[src/rtl/core/lcsu_pkg.sv]
package lcsu_pkg;

	// Fixed geometry of the device protocol
	localparam int unsigned CELL_W      = 4;
	localparam int unsigned TEXT_MAX    = 20;
	localparam int unsigned MAX_RESULTS = 5;
	localparam int unsigned CNT_W       = 3;
	localparam int unsigned TEXT_BITS   = 160;

	// Function codes of an input item
	localparam logic FUNC_TEXT  = 1'b0;
	localparam logic FUNC_LIGHT = 1'b1;

	// Report type byte (byte 1 of a report)
	localparam logic [7:0] RPT_LIGHT = 8'h00;
	localparam logic [7:0] RPT_CELL  = 8'h01;

	typedef struct packed {
		logic        func;
		logic        row;
		logic [4:0]  start_column;
		logic [4:0]  text_length;
		logic [63:0] text_first;
		logic [63:0] text_second;
		logic [31:0] text_third;
		logic [2:0]  light_index;
		logic        light_state;
	} req_item_t;

	typedef struct packed {
		logic [63:0] report;
		logic        last_report;
	} rpt_item_t;

	// Where new characters land inside one 4-character cell
	typedef struct packed {
		logic [1:0] offset;
		logic [2:0] take;
	} cell_ctl_t;

endpackage

[src/rtl/core/lcd_cell_shadow_updater.sv]
// Channel | Handshake            | Payload    | Moves
// --------+----------------------+------------+------------------------------------
// req     | req_valid/req_ready  | req_item_t | one text write or light write
// rpt     | rpt_valid/rpt_ready  | rpt_item_t | one 8-byte report, last flag per item
//
// Flow: one item at a time. A text write is transferred, then takes one compare step per
// 4-character cell it touches (next cell read overlaps the current compare/write)
// and a flush step. A light write that changes the light goes to the flush step;
// an unchanged light or a text write that touches no cell ends at the transfer.
// Reset: cell valid bits, light shadow and control clear at once; no clearing pass.
// Stalls: a changed cell with a report already held, or the flush, waits on a full output.
module lcd_cell_shadow_updater import lcsu_pkg::*; #(
	parameter int unsigned SCREEN_COLUMNS = 20,
	parameter int unsigned SCREEN_ROWS    = 2,
	parameter int unsigned NUM_LIGHTS     = 8
) (
	input  logic      clk,
	input  logic      arst_n,
	input  logic      req_valid,
	output logic      req_ready,
	input  req_item_t req,
	output logic      rpt_valid,
	input  logic      rpt_ready,
	output rpt_item_t rpt
);

	localparam int unsigned CPR     = SCREEN_COLUMNS / CELL_W;
	localparam int unsigned USABLE  = CPR * CELL_W;
	localparam int unsigned NCELL   = SCREEN_ROWS * CPR;
	localparam int unsigned AW      = (NCELL > 1) ? $clog2(NCELL) : 1;
	localparam int unsigned CW      = $clog2(USABLE + CELL_W + 1);
	localparam int unsigned LIW     = (NUM_LIGHTS > 1) ? $clog2(NUM_LIGHTS) : 1;

	typedef enum logic [2:0] {
		ST_IDLE  = 3'b001,
		ST_CMP   = 3'b010,
		ST_FLUSH = 3'b100
	} state_t;

	state_t state_q;

	// Per-item working registers
	logic [CW-1:0]        col_q;
	logic [4:0]           left_q;
	logic [TEXT_BITS-1:0] text_q;
	logic [AW-1:0]        addr_q;
	logic [CNT_W-1:0]     cnt_q;

	// One report held back until we know whether it is the last
	logic                 pend_valid_q;
	logic [63:0]          pend_q;

	// Output register
	logic                 out_valid_q;
	rpt_item_t            out_q;
	logic                 out_load;

	logic [NUM_LIGHTS-1:0] light_q;

	// Memory port signals
	logic          rd_en;
	logic [AW-1:0] rd_addr;
	logic [31:0]   rd_data;
	logic          wr_en;

	// Compare step
	cell_ctl_t     ctl;
	logic [31:0]   merged;
	logic          changed;
	logic          out_free;
	logic          go;
	logic          more;
	logic [CW-1:0] col_n;
	logic [4:0]    left_n;
	logic [CNT_W-1:0] cnt_n;
	logic [63:0]   cell_rpt;

	// Accept-time decode
	logic          accept;
	logic          text_ok;
	logic          light_ok;
	logic          light_chg;
	logic [LIW-1:0] light_idx;
	logic [AW-1:0] addr_in;
	logic [4:0]    len_clamped;
	logic [2:0]    room;

	assign req_ready = (state_q == ST_IDLE);
	assign accept    = req_valid && req_ready;
	assign out_free  = !out_valid_q || rpt_ready;

	always_comb begin
		text_ok = (32'(req.row) < SCREEN_ROWS) && (32'(req.start_column) < USABLE)
			&& (req.text_length != 5'd0);
		len_clamped = (32'(req.text_length) > TEXT_MAX) ? 5'(TEXT_MAX) : req.text_length;
		addr_in = AW'(32'(req.row) * CPR + 32'(req.start_column[4:2]));
		light_ok  = (32'(req.light_index) < NUM_LIGHTS);
		light_idx = LIW'(32'(req.light_index));
		light_chg = light_ok && (light_q[light_idx] != req.light_state);
	end

	// Cell geometry for the compare step
	always_comb begin
		ctl.offset = col_q[1:0];
		room       = 3'(CELL_W) - {1'b0, col_q[1:0]};
		ctl.take   = (32'(left_q) < 32'(room)) ? left_q[2:0] : room;
		col_n      = col_q + CW'(ctl.take);
		left_n     = left_q - 5'(ctl.take);
		cnt_n      = changed ? cnt_q + CNT_W'(1) : cnt_q;
		more       = (left_n != 5'd0) && (32'(col_n) < USABLE) && (32'(cnt_n) < MAX_RESULTS);
		// Hold while a second report would need the full output register
		go         = !(changed && pend_valid_q) || out_free;
		cell_rpt   = {8'h00, merged, 8'(addr_q), RPT_CELL, 8'h00};
	end

	// Move the held report into the output register
	assign out_load = ((state_q == ST_CMP) && go && changed && pend_valid_q)
		|| ((state_q == ST_FLUSH) && pend_valid_q && out_free);

	lcsu_merge u_merge (
		.old_cell (rd_data),
		.chars    (text_q[31:0]),
		.ctl      (ctl),
		.merged   (merged),
		.changed  (changed)
	);

	// Read the first cell on transfer, the next cell while writing the current one
	always_comb begin
		rd_en   = 1'b0;
		rd_addr = addr_in;
		if (accept && (req.func == FUNC_TEXT) && text_ok) begin
			rd_en = 1'b1;
		end else if ((state_q == ST_CMP) && go && more) begin
			rd_en   = 1'b1;
			rd_addr = addr_q + AW'(1);
		end
	end

	assign wr_en = (state_q == ST_CMP) && go && changed;

	lcsu_cell_mem #(
		.DEPTH (NCELL),
		.AW    (AW)
	) u_mem (
		.clk     (clk),
		.arst_n  (arst_n),
		.rd_en   (rd_en),
		.rd_addr (rd_addr),
		.rd_data (rd_data),
		.wr_en   (wr_en),
		.wr_addr (addr_q),
		.wr_data (merged)
	);

	// Control
	always_ff @(posedge clk or negedge arst_n) begin
		if (!arst_n) begin
			state_q      <= ST_IDLE;
			pend_valid_q <= 1'b0;
			out_valid_q  <= 1'b0;
			light_q      <= '0;
			cnt_q        <= '0;
		end else begin
			if (out_load) begin
				out_valid_q <= 1'b1;
			end else if (out_valid_q && rpt_ready) begin
				out_valid_q <= 1'b0;
			end
			case (state_q)
				ST_IDLE: begin
					if (accept) begin
						cnt_q <= '0;
						if (req.func == FUNC_LIGHT) begin
							if (light_chg) begin
								light_q[light_idx] <= req.light_state;
								pend_valid_q       <= 1'b1;
								state_q            <= ST_FLUSH;
							end
						end else if (text_ok) begin
							state_q <= ST_CMP;
						end
					end
				end
				ST_CMP: begin
					if (go) begin
						cnt_q <= cnt_n;
						if (changed) begin
							pend_valid_q <= 1'b1;
						end
						state_q <= more ? ST_CMP : ST_FLUSH;
					end
				end
				ST_FLUSH: begin
					if (!pend_valid_q) begin
						state_q <= ST_IDLE;
					end else if (out_free) begin
						pend_valid_q <= 1'b0;
						state_q      <= ST_IDLE;
					end
				end
				default: begin
					state_q <= ST_IDLE;
				end
			endcase
		end
	end

	// Payload
	always_ff @(posedge clk) begin
		case (state_q)
			ST_IDLE: begin
				if (accept) begin
					col_q  <= CW'(req.start_column);
					left_q <= len_clamped;
					text_q <= {req.text_third, req.text_second, req.text_first};
					addr_q <= addr_in;
					pend_q <= {32'h0, 7'h0, req.light_state, 5'h0, req.light_index,
						RPT_LIGHT, 8'h00};
				end
			end
			ST_CMP: begin
				if (go) begin
					col_q  <= col_n;
					left_q <= left_n;
					// Drop the characters just placed
					text_q <= text_q >> {ctl.take, 3'b000};
					if (more) begin
						addr_q <= addr_q + AW'(1);
					end
					if (changed) begin
						pend_q <= cell_rpt;
						if (pend_valid_q) begin
							out_q.report      <= pend_q;
							out_q.last_report <= 1'b0;
						end
					end
				end
			end
			ST_FLUSH: begin
				if (pend_valid_q && out_free) begin
					out_q.report      <= pend_q;
					out_q.last_report <= 1'b1;
				end
			end
			default: begin
			end
		endcase
	end

	assign rpt_valid = out_valid_q;
	assign rpt       = out_q;

	// A new item never starts with a report still held back
	a_idle_no_pend: assert property (@(posedge clk) disable iff (!arst_n)
		req_ready |-> !pend_valid_q)
		else $error("held report left over at idle");

	// Shadow cells are written only by the compare step
	a_wr_in_cmp: assert property (@(posedge clk) disable iff (!arst_n)
		wr_en |-> (state_q == ST_CMP) && changed)
		else $error("cell write outside compare step");

	// A report that is not the last leaves another one held back
	a_not_last_pend: assert property (@(posedge clk) disable iff (!arst_n)
		(rpt_valid && !rpt.last_report) |-> pend_valid_q)
		else $error("non-final report with nothing to follow");

	// Report count per item stays within the cap
	a_cnt_cap: assert property (@(posedge clk) disable iff (!arst_n)
		(state_q == ST_CMP) |-> (32'(cnt_q) < MAX_RESULTS))
		else $error("report count past cap");

endmodule

[src/rtl/core/lcsu_cell_mem.sv]
module lcsu_cell_mem import lcsu_pkg::*; #(
	parameter int unsigned DEPTH = 10,
	parameter int unsigned AW    = 4
) (
	input  logic          clk,
	input  logic          arst_n,
	input  logic          rd_en,
	input  logic [AW-1:0] rd_addr,
	output logic [31:0]   rd_data,
	input  logic          wr_en,
	input  logic [AW-1:0] wr_addr,
	input  logic [31:0]   wr_data
);

	logic [31:0]      mem [DEPTH];
	logic [DEPTH-1:0] vld_q;
	logic [31:0]      rd_data_q;
	logic             rd_vld_q;

	// Entry never written reads as blank (all zero)
	always_ff @(posedge clk or negedge arst_n) begin
		if (!arst_n) begin
			vld_q    <= '0;
			rd_vld_q <= 1'b0;
		end else begin
			if (wr_en) begin
				vld_q[wr_addr] <= 1'b1;
			end
			if (rd_en) begin
				rd_vld_q <= vld_q[rd_addr];
			end
		end
	end

	always_ff @(posedge clk) begin
		if (wr_en) begin
			mem[wr_addr] <= wr_data;
		end
		if (rd_en) begin
			rd_data_q <= mem[rd_addr];
		end
	end

	assign rd_data = rd_vld_q ? rd_data_q : 32'h0;

endmodule

[src/rtl/core/lcsu_merge.sv]
module lcsu_merge import lcsu_pkg::*; (
	input  logic [31:0] old_cell,
	input  logic [31:0] chars,
	input  cell_ctl_t   ctl,
	output logic [31:0] merged,
	output logic        changed
);

	always_comb begin
		merged = old_cell;
		for (int j = 0; j < 4; j++) begin
			for (int k = 0; k < 4; k++) begin
				if ((k + int'(ctl.offset) == j) && (k < int'(ctl.take))) begin
					merged[8*j +: 8] = chars[8*k +: 8];
				end
			end
		end
		changed = (merged != old_cell);
	end

endmodule

[config.mk]
export PLATFORM = sky130hd
export DESIGN_NAME = lcd_cell_shadow_updater
export DESIGN_NICKNAME = d
export VERILOG_FILES = /design/src/rtl/core/lcsu_pkg.sv /design/src/rtl/core/lcd_cell_shadow_updater.sv /design/src/rtl/core/lcsu_cell_mem.sv /design/src/rtl/core/lcsu_merge.sv
export SDC_FILE = /design/constraint.sdc
export NUM_CORES = 1
export LEC_CHECK = 0
export BUFFER_PORTS_ARGS = -buffer_cell sky130_fd_sc_hd__buf_2
export CORE_ASPECT_RATIO = 0.5
export CORE_MARGIN = 10
export CORE_UTILIZATION = 30
export DETAILED_ROUTE_END_ITERATION = 10
export PLACE_DENSITY = 0.51
export SYNTH_ARGS = -nofsm -noshare
export SYNTH_HDL_FRONTEND = slang
export SYNTH_SLANG_ARGS = --single-unit
export TNS_END_PERCENT = 1
[constraint.sdc]
create_clock -name clk -period 15.65 [get_ports clk]
set_input_delay 1.565 -clock clk [delete_from_list [all_inputs] [get_ports clk]]
set_output_delay 1.565 -clock clk [all_outputs]
set_load 0.01 [all_outputs]
======== After elaboration in Yosys (flattened, before gate mapping) ========
Memory sizes are Yosys's and may differ from the RTL's. A register that Yosys moved wholly into a read port is not among the register bits.
Index checks and enable logic that the tools add are counted.
word-level totals
  register bits ........................... 330
  bits in writable memories ............... 320
  input bits .............................. 180
  output and inout bits ................... 67
  word-level logic and storage cells ...... 204
  memories ................................ 1
memory list
  memory     depth  bits a word  read ports  clocked after memory_dff  wr ports  RTL line             text
  u_mem.mem  10     32           1           1                         1         lcsu_cell_mem.sv:15  logic [31:0] mem [DEPTH];
cells by class
  add/subtract/negate cells ............... 9
  multipliers ............................. 1
  order comparisons ....................... 14
  equality and inequality tests ........... 28
  shift-type cells ........................ 1
  muxes and demuxes ....................... 79
  bitwise logic cells ..................... 2
  reduce and logical (&&, ||, !) cells .... 55
operator list
  cell                   number
  $mux W160              2
  $pmux W160 S2          1
  $mux W65               4
  $eq A32 B3 Y1 const B  6
  $mux W64               3
  $shr A160 B6 Y160      1
  $pmux W65 S2           1
  $logic_not A32 Y1      4
  $mux W8                16
  $pmux W64 S2           1
  $eq A32 B2 Y1 const B  3
  $mux W3                12
  $logic_and A1 B1 Y1    33
  $mux W32               1
  $ne A32 B32 Y1         1
  $mux W5                5
  $mux W4                5
  $pmux W5 S2            2
  $mux W1                17
  $reduce_and A4 Y1      3
  $lt A4 B5 Y1 const B   2
  $lt A5 B5 Y1 const B   2
  $or A10 B10 Y10        1
  $reduce_and A5 Y1      2
  other kinds (45)       61

======== Longest topological paths before layout ========
Gate-level depths: netlist of run 1.
  depth in word-level cells ............... 19
  depth in mapped cells ................... 33
  depth with buffers taken out ............ 24

======== Cells and area by module ========
Synthesis of run 1 repeated with hierarchy kept, for this count alone.
unflattened totals
  cells, all modules ...................... 2,308
  area total of the unflattened synthesis .. 30,883.4 um^2
by module, submodules not included
  module                   times used  cells an instance  area an instance (um^2)  seq. area each (um^2)
  lcd_cell_shadow_updater  1           1,411              15,432.3                 7,878.8
  lcsu_cell_mem            1           665                13,830.8                 10,845.4
  lcsu_merge               1           232                1,620.3                  0.0

======== Worst setup path after synthesis of run 1 ========
Ideal clock, no wire load.
  path kind ............................... register to register
  start point ............................. reg col_q[0]
  end point ............................... reg col_q[0], enable pin
  library setup time ...................... 0.507 ns
  arrival time ............................ 7.978 ns
  required time ........................... 15.143 ns
  slack ................................... 7.165 ns
  cell stages (with the launch flop) ...... 20
  path buffers ............................ 2
  clock period less this slack ............ 8.485 ns
  path through ............................ edfxtp_1 inv_1 ha_1 clkbuf_1 clkinv_1 ha_1 a2111oi_4 o21ai_1 buf_4 a211oi_2 a21o_1 a21oi_1 o311ai_0 and4b_1 o22ai_1 nor2b_1 nand2_1 a21oi_1 a21oi_1 inv_1
on the way
  cells in the longest elaborated chain, start to end .. 15
  elaborated cells between the ends (all ways) .. 64
  those cells by class .................... add/sub (4); order compare (5); eq/ne (14); mux (17); reduce/logical (24)
ends and longest elaborated chain
  element                          RTL line                        text
  start, declared                  lcd_cell_shadow_updater.sv:43   logic [CW-1:0] col_q;
  start signal, assigned           lcd_cell_shadow_updater.sv:214  col_q <= CW'(req.start_column);
  start signal, assigned           lcd_cell_shadow_updater.sv:224  col_q <= col_n;
  $sub A3 B2 Y3                    lcd_cell_shadow_updater.sv:105  room = 3'(CELL_W) - {1'b0, col_q[1:0]};
  $lt A5 B3 Y1                     lcd_cell_shadow_updater.sv:106  ctl.take = (32'(left_q) < 32'(room)) ? left_q[2:0] : room;
  $mux W3                          lcd_cell_shadow_updater.sv:106
  $lt A1 B3 Y1                     lcsu_merge.sv:13                if ((k + int'(ctl.offset) == j) && (k < int'(ctl.take))) begin
  $logic_and A1 B1 Y1              lcsu_merge.sv:13
  $mux W8 (3 in series)            lcsu_merge.sv:13
  $mux W8 (*)                      lcsu_merge.sv:13
  named net merged[26]             lcd_cell_shadow_updater.sv:68   logic [31:0] merged;
  $ne A32 B32 Y1 (*)               lcsu_merge.sv:18                changed = (merged != old_cell);
  $logic_and A1 B1 Y1 (*)          lcd_cell_shadow_updater.sv:112  go = !(changed && pend_valid_q) || out_free;
  $logic_not A1 Y1 (*)             lcd_cell_shadow_updater.sv:112
  $logic_or A1 B1 Y1 (*)           lcd_cell_shadow_updater.sv:112
  $ne A2 B2 Y1 (no line) (*)       --
  $reduce_and A3 Y1 (no line) (*)  --
Mark *: on every way through the listed nets, which the timed path passes. The rest lies on a longest branch.
A chain may end at the register's enable or synchronous reset.

======== Final worst setup path of run 1 ========
  start point ............................. reg col_q[0]
  end point ............................... reg u_mem.rd_data_q[12] (read register of u_mem.mem), data pin
on the way
  cells in the longest elaborated chain, start to end .. 17
  elaborated cells between the ends (all ways) .. 76
  those cells by class .................... add/sub (6); order compare (7); eq/ne (13); mux (22); reduce/logical (28)
ends and longest elaborated chain
  element                                                                RTL line                        text
  parallel branches: the longest is 14 deep, another holds $lt A5 B3 Y1  --
  $logic_and A1 B1 Y1 (*)                                                lcd_cell_shadow_updater.sv:134  end else if ((state_q == ST_CMP) && go && more) begin
  $mux W4 or $mux W1 (tied branches)                                     lcd_cell_shadow_updater.sv:134
  $mux W4 or $mux W1 (tied branches)                                     lcd_cell_shadow_updater.sv:132  if (accept && (req.func == FUNC_TEXT) && text_ok) begin
  end, declared                                                          lcsu_cell_mem.sv:17             logic [31:0] rd_data_q;
Mark *: on every way between the ends.

==> results of run 1 <==
[routing by layer]
layer | routed length [µm] | part of all wire (%) | GRT usage (%)
met3 | 6650 | 5.9 | 2.68
met4 | 3180 | 2.8 | 5.23
met5 | 0 | 0 | 0
met2 | 50700 | 45 | 26.7
met1 | 52100 | 46 | 24.3
[kinds of logic (layout without fill, tap and decap cells)]
kind of cell / count (synthesis) / count (layout) / synth area share (%)
adders and majority gates: 25 / 25 / 0.943
other: 1 / 27 / 0.0112
AOI/OAI and AO/OA: 683 / 683 / 14.1
muxes: 405 / 405 / 12.5
xor gates and xnor gates: 37 / 37 / 0.969
DFF: 628 / 628 / 56.0
buffers and inverters: 290 / 451 / 3.86
and+or+nand+nor: 873 / 873 / 11.6
[through the flow]
stage	cell area (µm²)	hold slack (ns)	power, µW
2_1_floorplan	33500	0.400	4630
3_3_place_gp	36000	0.404	5660
3_5_place_dp	36000	0.405	5670
4_1_cts	38200	0.415	7290
5_1_grt	38200	0.423	7670
6_report	38200	0.417	7290
[worst max-delay path, stage by stage, from the launching register on]
cell and delay (ns):
edfxtp_1 0.59, inv_1 0.28, ha_1 0.71, clkinv_1 0.53, ha_1 0.52, a2111oi_4 0.82, o21ai_1 0.48, buf_4 0.33
mux2i_1 0.75, a21boi_0 0.35, a211oi_1 0.25, nor3_1 0.10, a2111o_1 0.40, nor4_1 0.40, nand4b_1 0.37, or4_1 0.77
nand2_2 0.22, mux2i_4 0.24, buf_4 0.70, buf_4 0.79, mux2_2 0.42, o221ai_1 0.18
[cells in the final DEF, fill, tap and decap left out, types with 9 or more instances in the layout]
cell type	instances
o21ai_0	172
dfrtp_1	26
inv_1	43
ha_1	22
a22o_1	40
clkinv_1	23
o211ai_1	53
and2_1	34
buf_2	219
a211oi_1	25
a21oi_1	91
o22ai_1	17
nand2b_1	15
nand4_1	11
nand2_1	415
clkbuf_16	69
conb_1	27
a31oi_1	100
edfxtp_1	601
mux2_2	76
xnor2_1	20
a222oi_1	17
clkbuf_1	11
a41oi_1	9
xor2_1	17
buf_4	58
a311oi_1	11
or2_2	13
o221ai_1	20
mux2i_1	320
nor2_1	185
and3_1	27
nor3_1	23
o221ai_2	14
nand3_1	87
a22oi_1	11
[cell type report]
type	instances	area share (%)
Timing Repair Buffer	280	4.16
Clock buffer	81	4.66
Sequential cell	628	49.0
Multi-Input combinational cell	2050	35.7
Clock inverter	40	1.05
Tap cell	1496	4.90
Inverter	50	0.517
[flip-flops by register name, summed over array words and instances (netlist names), 8 cells and up]
| register | cells |
|---|---|
| u_mem.mem | 320 |
| u_mem.vld_q | 10 |
| pend_q | 37 |
| rpt | 38 |
| light_q | 8 |
| text_q | 160 |
| u_mem.rd_data_q | 32 |
[synthesized netlist by cell type, drive strengths merged, types with 11 or more instances]
library cell / number / share of area (%)
edfxtp: 601 / 54
or2: 14 / 0.26
ha: 22 / 0.82
o211ai: 54 / 1.2
nand4: 11 / 0.21
a211oi: 27 / 0.64
a222oi: 17 / 0.51
mux2i: 321 / 9.6
o221ai: 34 / 1.2
nor2: 190 / 2.1
buf: 86 / 1.5
clkbuf: 154 / 1.8
dfrtp: 26 / 1.9
a31oi: 100 / 1.9
nand2b: 15 / 0.28
a21oi: 95 / 1.5
nand3: 88 / 1.3
o22ai: 17 / 0.32
mux2: 82 / 2.8
inv: 47 / 0.53
a22o: 40 / 1.0
and3: 28 / 0.52
xnor2: 20 / 0.52
nor3: 28 / 0.42
xor2: 17 / 0.45
and2: 35 / 0.65
nand2: 417 / 4.7
o21ai: 180 / 2.7
a311oi: 12 / 0.31
a22oi: 11 / 0.25
[power by group]
| group | switching [µW] | total, µW | leakage [µW] | internal, µW |
|---|---|---|---|---|
| clock | 709 | 1620 | 0.00106 | 907 |
| sequential | 245 | 2620 | 0.00591 | 2380 |
| combinational | 2040 | 3050 | 0.00729 | 1000 |
[worst max-delay path by stage]
stage | startpoint | end | slack, ns | cells past startpoint
6_report | col_q[0] | u_mem.rd_data_q[12] | 5.06 | 21
5_1_grt | col_q[0] | u_mem.rd_vld_q | 4.51 | 22
4_1_cts | col_q[0] | u_mem.rd_data_q[12] | 5.32 | 21
3_5_place_dp | col_q[0] | u_mem.rd_vld_q | 5.34 | 22
3_3_place_gp | col_q[0] | u_mem.rd_vld_q | 5.58 | 22
2_1_floorplan | col_q[0] | col_q[0] | 7.17 | 19
==> impl_metrics.yaml, run 1 <==
status:
  status: "finished, final reports clean"
layout:
  layout-drive-gt1-share_pct: 16.7
  fillCellCount: 11100
  multi_input_area_mm2: 0.0137
  layout.nets: 3280
  antenna_cells: 0
  final_util_pct: 34.6
  final_cells: 4625
  regArea_mm2: 0.0187
  areaGrowthSynthToFinish_pct: 14.3
floorplan:
  row_count: 86
  fp.dieW_um: 492
  io_pins: 247
  die_h_um: 256
  core_mm2: 0.110
  dieArea_mm2: 0.126
  initial_utilization_pct: 30.3
setup_path:
  reg2reg_depth: 21
  cp.required_ns: 16.12
  r2r_slack_ns: 5.06
  r2r_start: "col_q[0]"
  reg2reg_to: "u_mem.rd_data_q[12]"
  cp-start-kind: "flip-flop"
  path_class: "flip-flop to flip-flop"
  arrival_ns: 11.05
  cp-end-kind: "flip-flop"
  cp_max_fo: 66
cts:
  tritoncts: "built"
  cts_max_level: 3
  clk_pin_slew_ns: 0.06
  postCtsSetupBuffers: 0
  hold_buffers: 0
  cts_root_buf: "clkbuf_16"
  clk_path_buf_depth: 3
  cts_inserted_buffers: 67
  cts-resized-gates: 0
  cts_sinks: 628
  clock_latency_ns: 0.68
hold_path:
  holdCritPathClass: "flip-flop to flip-flop"
  min-delay-start: "pend_q[46]"
  whs_path_depth: 0
  worstHoldEndpoint: "rpt[47]"
sta:
  layout_setup_ws_ns: 5.06
  rsz0062_at_grt: "no"
  post-route-min-period_ns: 10.59
  fmax_mhz: 94.5
  tightest_slew_ns: 1.46
  finalHoldViolations: 0
  slew_violations: 0
  skew_ns: 0.0435
  tns_ns: 0
  maxSlewHeadroom_pct: 1.79
  fin_crit_sh_pct: 67.6
  setup_viol: 0
synthesis:
  yosys_warnings: 0
  ys_types: 99
  synthCells: 2942
  ys_ff_latch: 628
  synth.avg_cell_area_um2: 11.4
  synth_edf_count: 601
  yosysSeqAreaShare_pct: 56.0
  synth-main-ff-cell: "edfxtp_1"
  syn_area_mm2: 0.0334
  async_flop_share_pct: 4.30
placement:
  dp_hpwl_um: 75100
  dp_cells: 4504
  gp_congestion: 0.980
  pre_cts_ws_ns: 5.34
  io_buffers: 219
grt:
  grt_pass1_vias: 24500
  grt_first_pass_wirelength_um: 168000
  grt_start_max_net_pins: 166
  grt_use_total_pct: 17.1
  antenna_found_initial: 2
  global_route.overflow_total: 0
drt:
  finalWirelength_um: 113000
  ant_nets: 0
  wl_per_cell_um: 24.4
  drt-pass1-iter-count: 6
  drc: 0
  route.vias.total: 24900
  drt_iter0_markers: 2620
  via_per_inst: 5.39
power:
  leakage_uw: 0.0143
  ir_drop_mv: 0.112
  power_density_mw_per_mm2: 191
run:
  maxCapViolCount: 0
No activity file was read; power rests on OpenSTA's default activity.
==> run 2, diff against run 1 <==
Settings changed: PLACE_DENSITY 0.51 to 0.53.
Clock period 15.65 ns to 8.6 ns, I/O delays scaled along.
==> impl_metrics.yaml, run 2 (synthesized netlist as in run 1, its figures left out) <==
power:
  p_int_uw: 7800
  power_density_mw_per_mm2: 346
  swShare_pct: 41.6
  power_frac_seq_pct: 35.7
  leakage_uw: 0.0145
  combPwrFrac_pct: 43.1
  power_switching_uw: 5550
  ir_drop_mv: 0.250
  p_clk_share_pct: 21.2
  finalPower_uw: 13300
sta:
  layout_setup_ws_ns: 0.649
  tns_ns: 0
  finalHoldViolations: 0
  setup_viol: 0
  fin_crit_sh_pct: 92.5
  rsz0062_at_grt: "no"
  tightest_slew_ns: 1.23
  skew_ns: 0.0274
  maxSlewHeadroom_pct: 17.5
  post-route-min-period_ns: 7.95
  fmax_mhz: 126
  slew_violations: 0
grt:
  grt_first_pass_wirelength_um: 170000
  antenna_found_initial: 3
  grt_start_max_net_pins: 133
  global_route.overflow_total: 0
  grt_use_total_pct: 17.5
  grt_pass1_vias: 24600
floorplan:
  row_count: 86
  fp.dieW_um: 492
  die_h_um: 256
  dieArea_mm2: 0.126
  core_mm2: 0.110
  initial_utilization_pct: 30.3
  io_pins: 247
drt:
  drc: 0
  finalWirelength_um: 116000
  ant_nets: 0
  via_per_inst: 5.40
  drt_iter0_markers: 2518
  drt-pass1-iter-count: 6
  route.vias.total: 25200
  wl_per_cell_um: 24.8
placement:
  io_buffers: 219
  pre_cts_ws_ns: 0.754
  dp_cells: 4544
  dp_hpwl_um: 77900
  gp_congestion: 0.902
layout:
  final_cells: 4665
  areaGrowthSynthToFinish_pct: 15.3
  final_util_pct: 34.9
  fillCellCount: 11100
  layout-drive-gt1-share_pct: 17.8
  largest_reg_flops: 320
  layout.nets: 3319
  regMostFlops: "u_mem.mem"
  final_common_cell: "edfxtp_1"
  mostFrequentLayoutCells: "edfxtp_1 (601), nand2_1 (415), mux2i_1 (320)"
cts:
  cts_max_level: 3
  postCtsSetupBuffers: 0
  clk_pin_slew_ns: 0.06
  tritoncts: "built"
  cts_sinks: 628
  clock_latency_ns: 0.66
  hold_buffers: 0
  cts_inserted_buffers: 66
  cts-resized-gates: 0
  cts_root_buf: "clkbuf_16"
  clk_path_buf_depth: 3
setup_path:
  arrival_ns: 8.31
  cp_max_fo: 43
  crit_chain: "inv_1 -> ha_1 -> clkinv_1 -> ha_1 -> a2111o_1 -> a21oi_4 -> buf_4 -> o211ai_2 -> or2_2 -> a31oi_1 -> xor2_1 -> nand4_1 -> nand3_1 -> nand2b_1 -> or4_1 -> a21bo_1 -> nand2_8 -> buf_4 -> mux2_2 -> o211ai_1 -> o221ai_1"
  crit_slowest_cell: "a31oi_1"
  max_stage_delay_ns: 0.94
  path_class: "flip-flop to flip-flop"
  cp-end-kind: "flip-flop"
  cp.required_ns: 8.96
  cp-start-kind: "flip-flop"
hold_path:
  holdCritPathClass: "primary input to asynchronous set/reset pin"
status:
  status: "finished, final reports clean"
run:
  maxCapViolCount: 0
==> run 2: cell types whose count changed in the layout (fill, tap and decap cells not counted), moves of 3 or more <==
cell,before,now
clkbuf_1,11,14
clkinv_2,5,11
clkinv_1,23,16
buf_4,58,88
buf_12,3,13
==> run 2: path summary, 6_finish.rpt <==
kind                             from  cells past startpoint  slack [ns]                  end
max reg2reg                  col_q[1]                     21        0.65  u_mem.rd_data_q[14]
min reg2reg                pend_q[35]                      0        0.41              rpt[36]
min in group clk           pend_q[35]                      0        0.41              rpt[36]
max in group asynchronous      arst_n                      1        7.87       u_mem.vld_q[1]
max                          col_q[1]                     21        0.65  u_mem.rd_data_q[14]
min                            arst_n                      1        0.25           light_q[6]
==> run 2: layer usage <==
layer  share of wire (%)  track usage (%)
met1                  46             24.8
met2                  45             27.3
met3                 6.2             3.06
met4                 2.6             4.98
met5               0.023                0
==> run 2: layout make-up <==
| type | instances | area, µm² | area share, % |
|---|---|---|---|
| flip-flops and latches | 628 | 18700 | 48.5 |
| multi-input cells | 2050 | 13700 | 35.4 |
| repair buffers | 320 | 2020 | 5.23 |
| well taps | 1496 | 1870 | 4.85 |
| clock buffers | 83 | 1760 | 4.55 |
| clock inverters | 37 | 339 | 0.879 |
| inverters | 50 | 198 | 0.512 |
| diodes | 1 | 2.50 | 0.00649 |
==> run 2: worst max-delay path: cells and delay by family (launching register included) <==
family	cells	cell delay, ns
AOI/OAI and AO/OA	7	2.78
xor gates and xnor gates	1	0.20
adders and majority gates	2	0.67
buffers and inverters	4	1.27
DFF	1	0.53
muxes	1	0.36
and+or+nand+nor	6	1.80
==> run 2: metrics by stage <==
| step | area (µm²) | hold slack [ns] |
|---|---|---|
| 6_report | 38600 | 0.248 |
| 5_1_grt | 38600 | 0.265 |
| 4_1_cts | 38600 | 0.220 |
| 3_5_place_dp | 36500 | 0.405 |
| 3_3_place_gp | 36500 | 0.401 |
| 2_1_floorplan | 33500 | 0.400 |
==> run 2: power by group through the flow <==
stage | Combinational, µW | Clock (µW) | Sequential (µW)
5_1_grt | 6240 | 3030 | 4800
3_3_place_gp | 5680 | 0 | 4810
6_report | 5750 | 2830 | 4770
4_1_cts | 5720 | 2900 | 4750
3_5_place_dp | 5700 | 0 | 4810
2_1_floorplan | 3830 | 0 | 4600
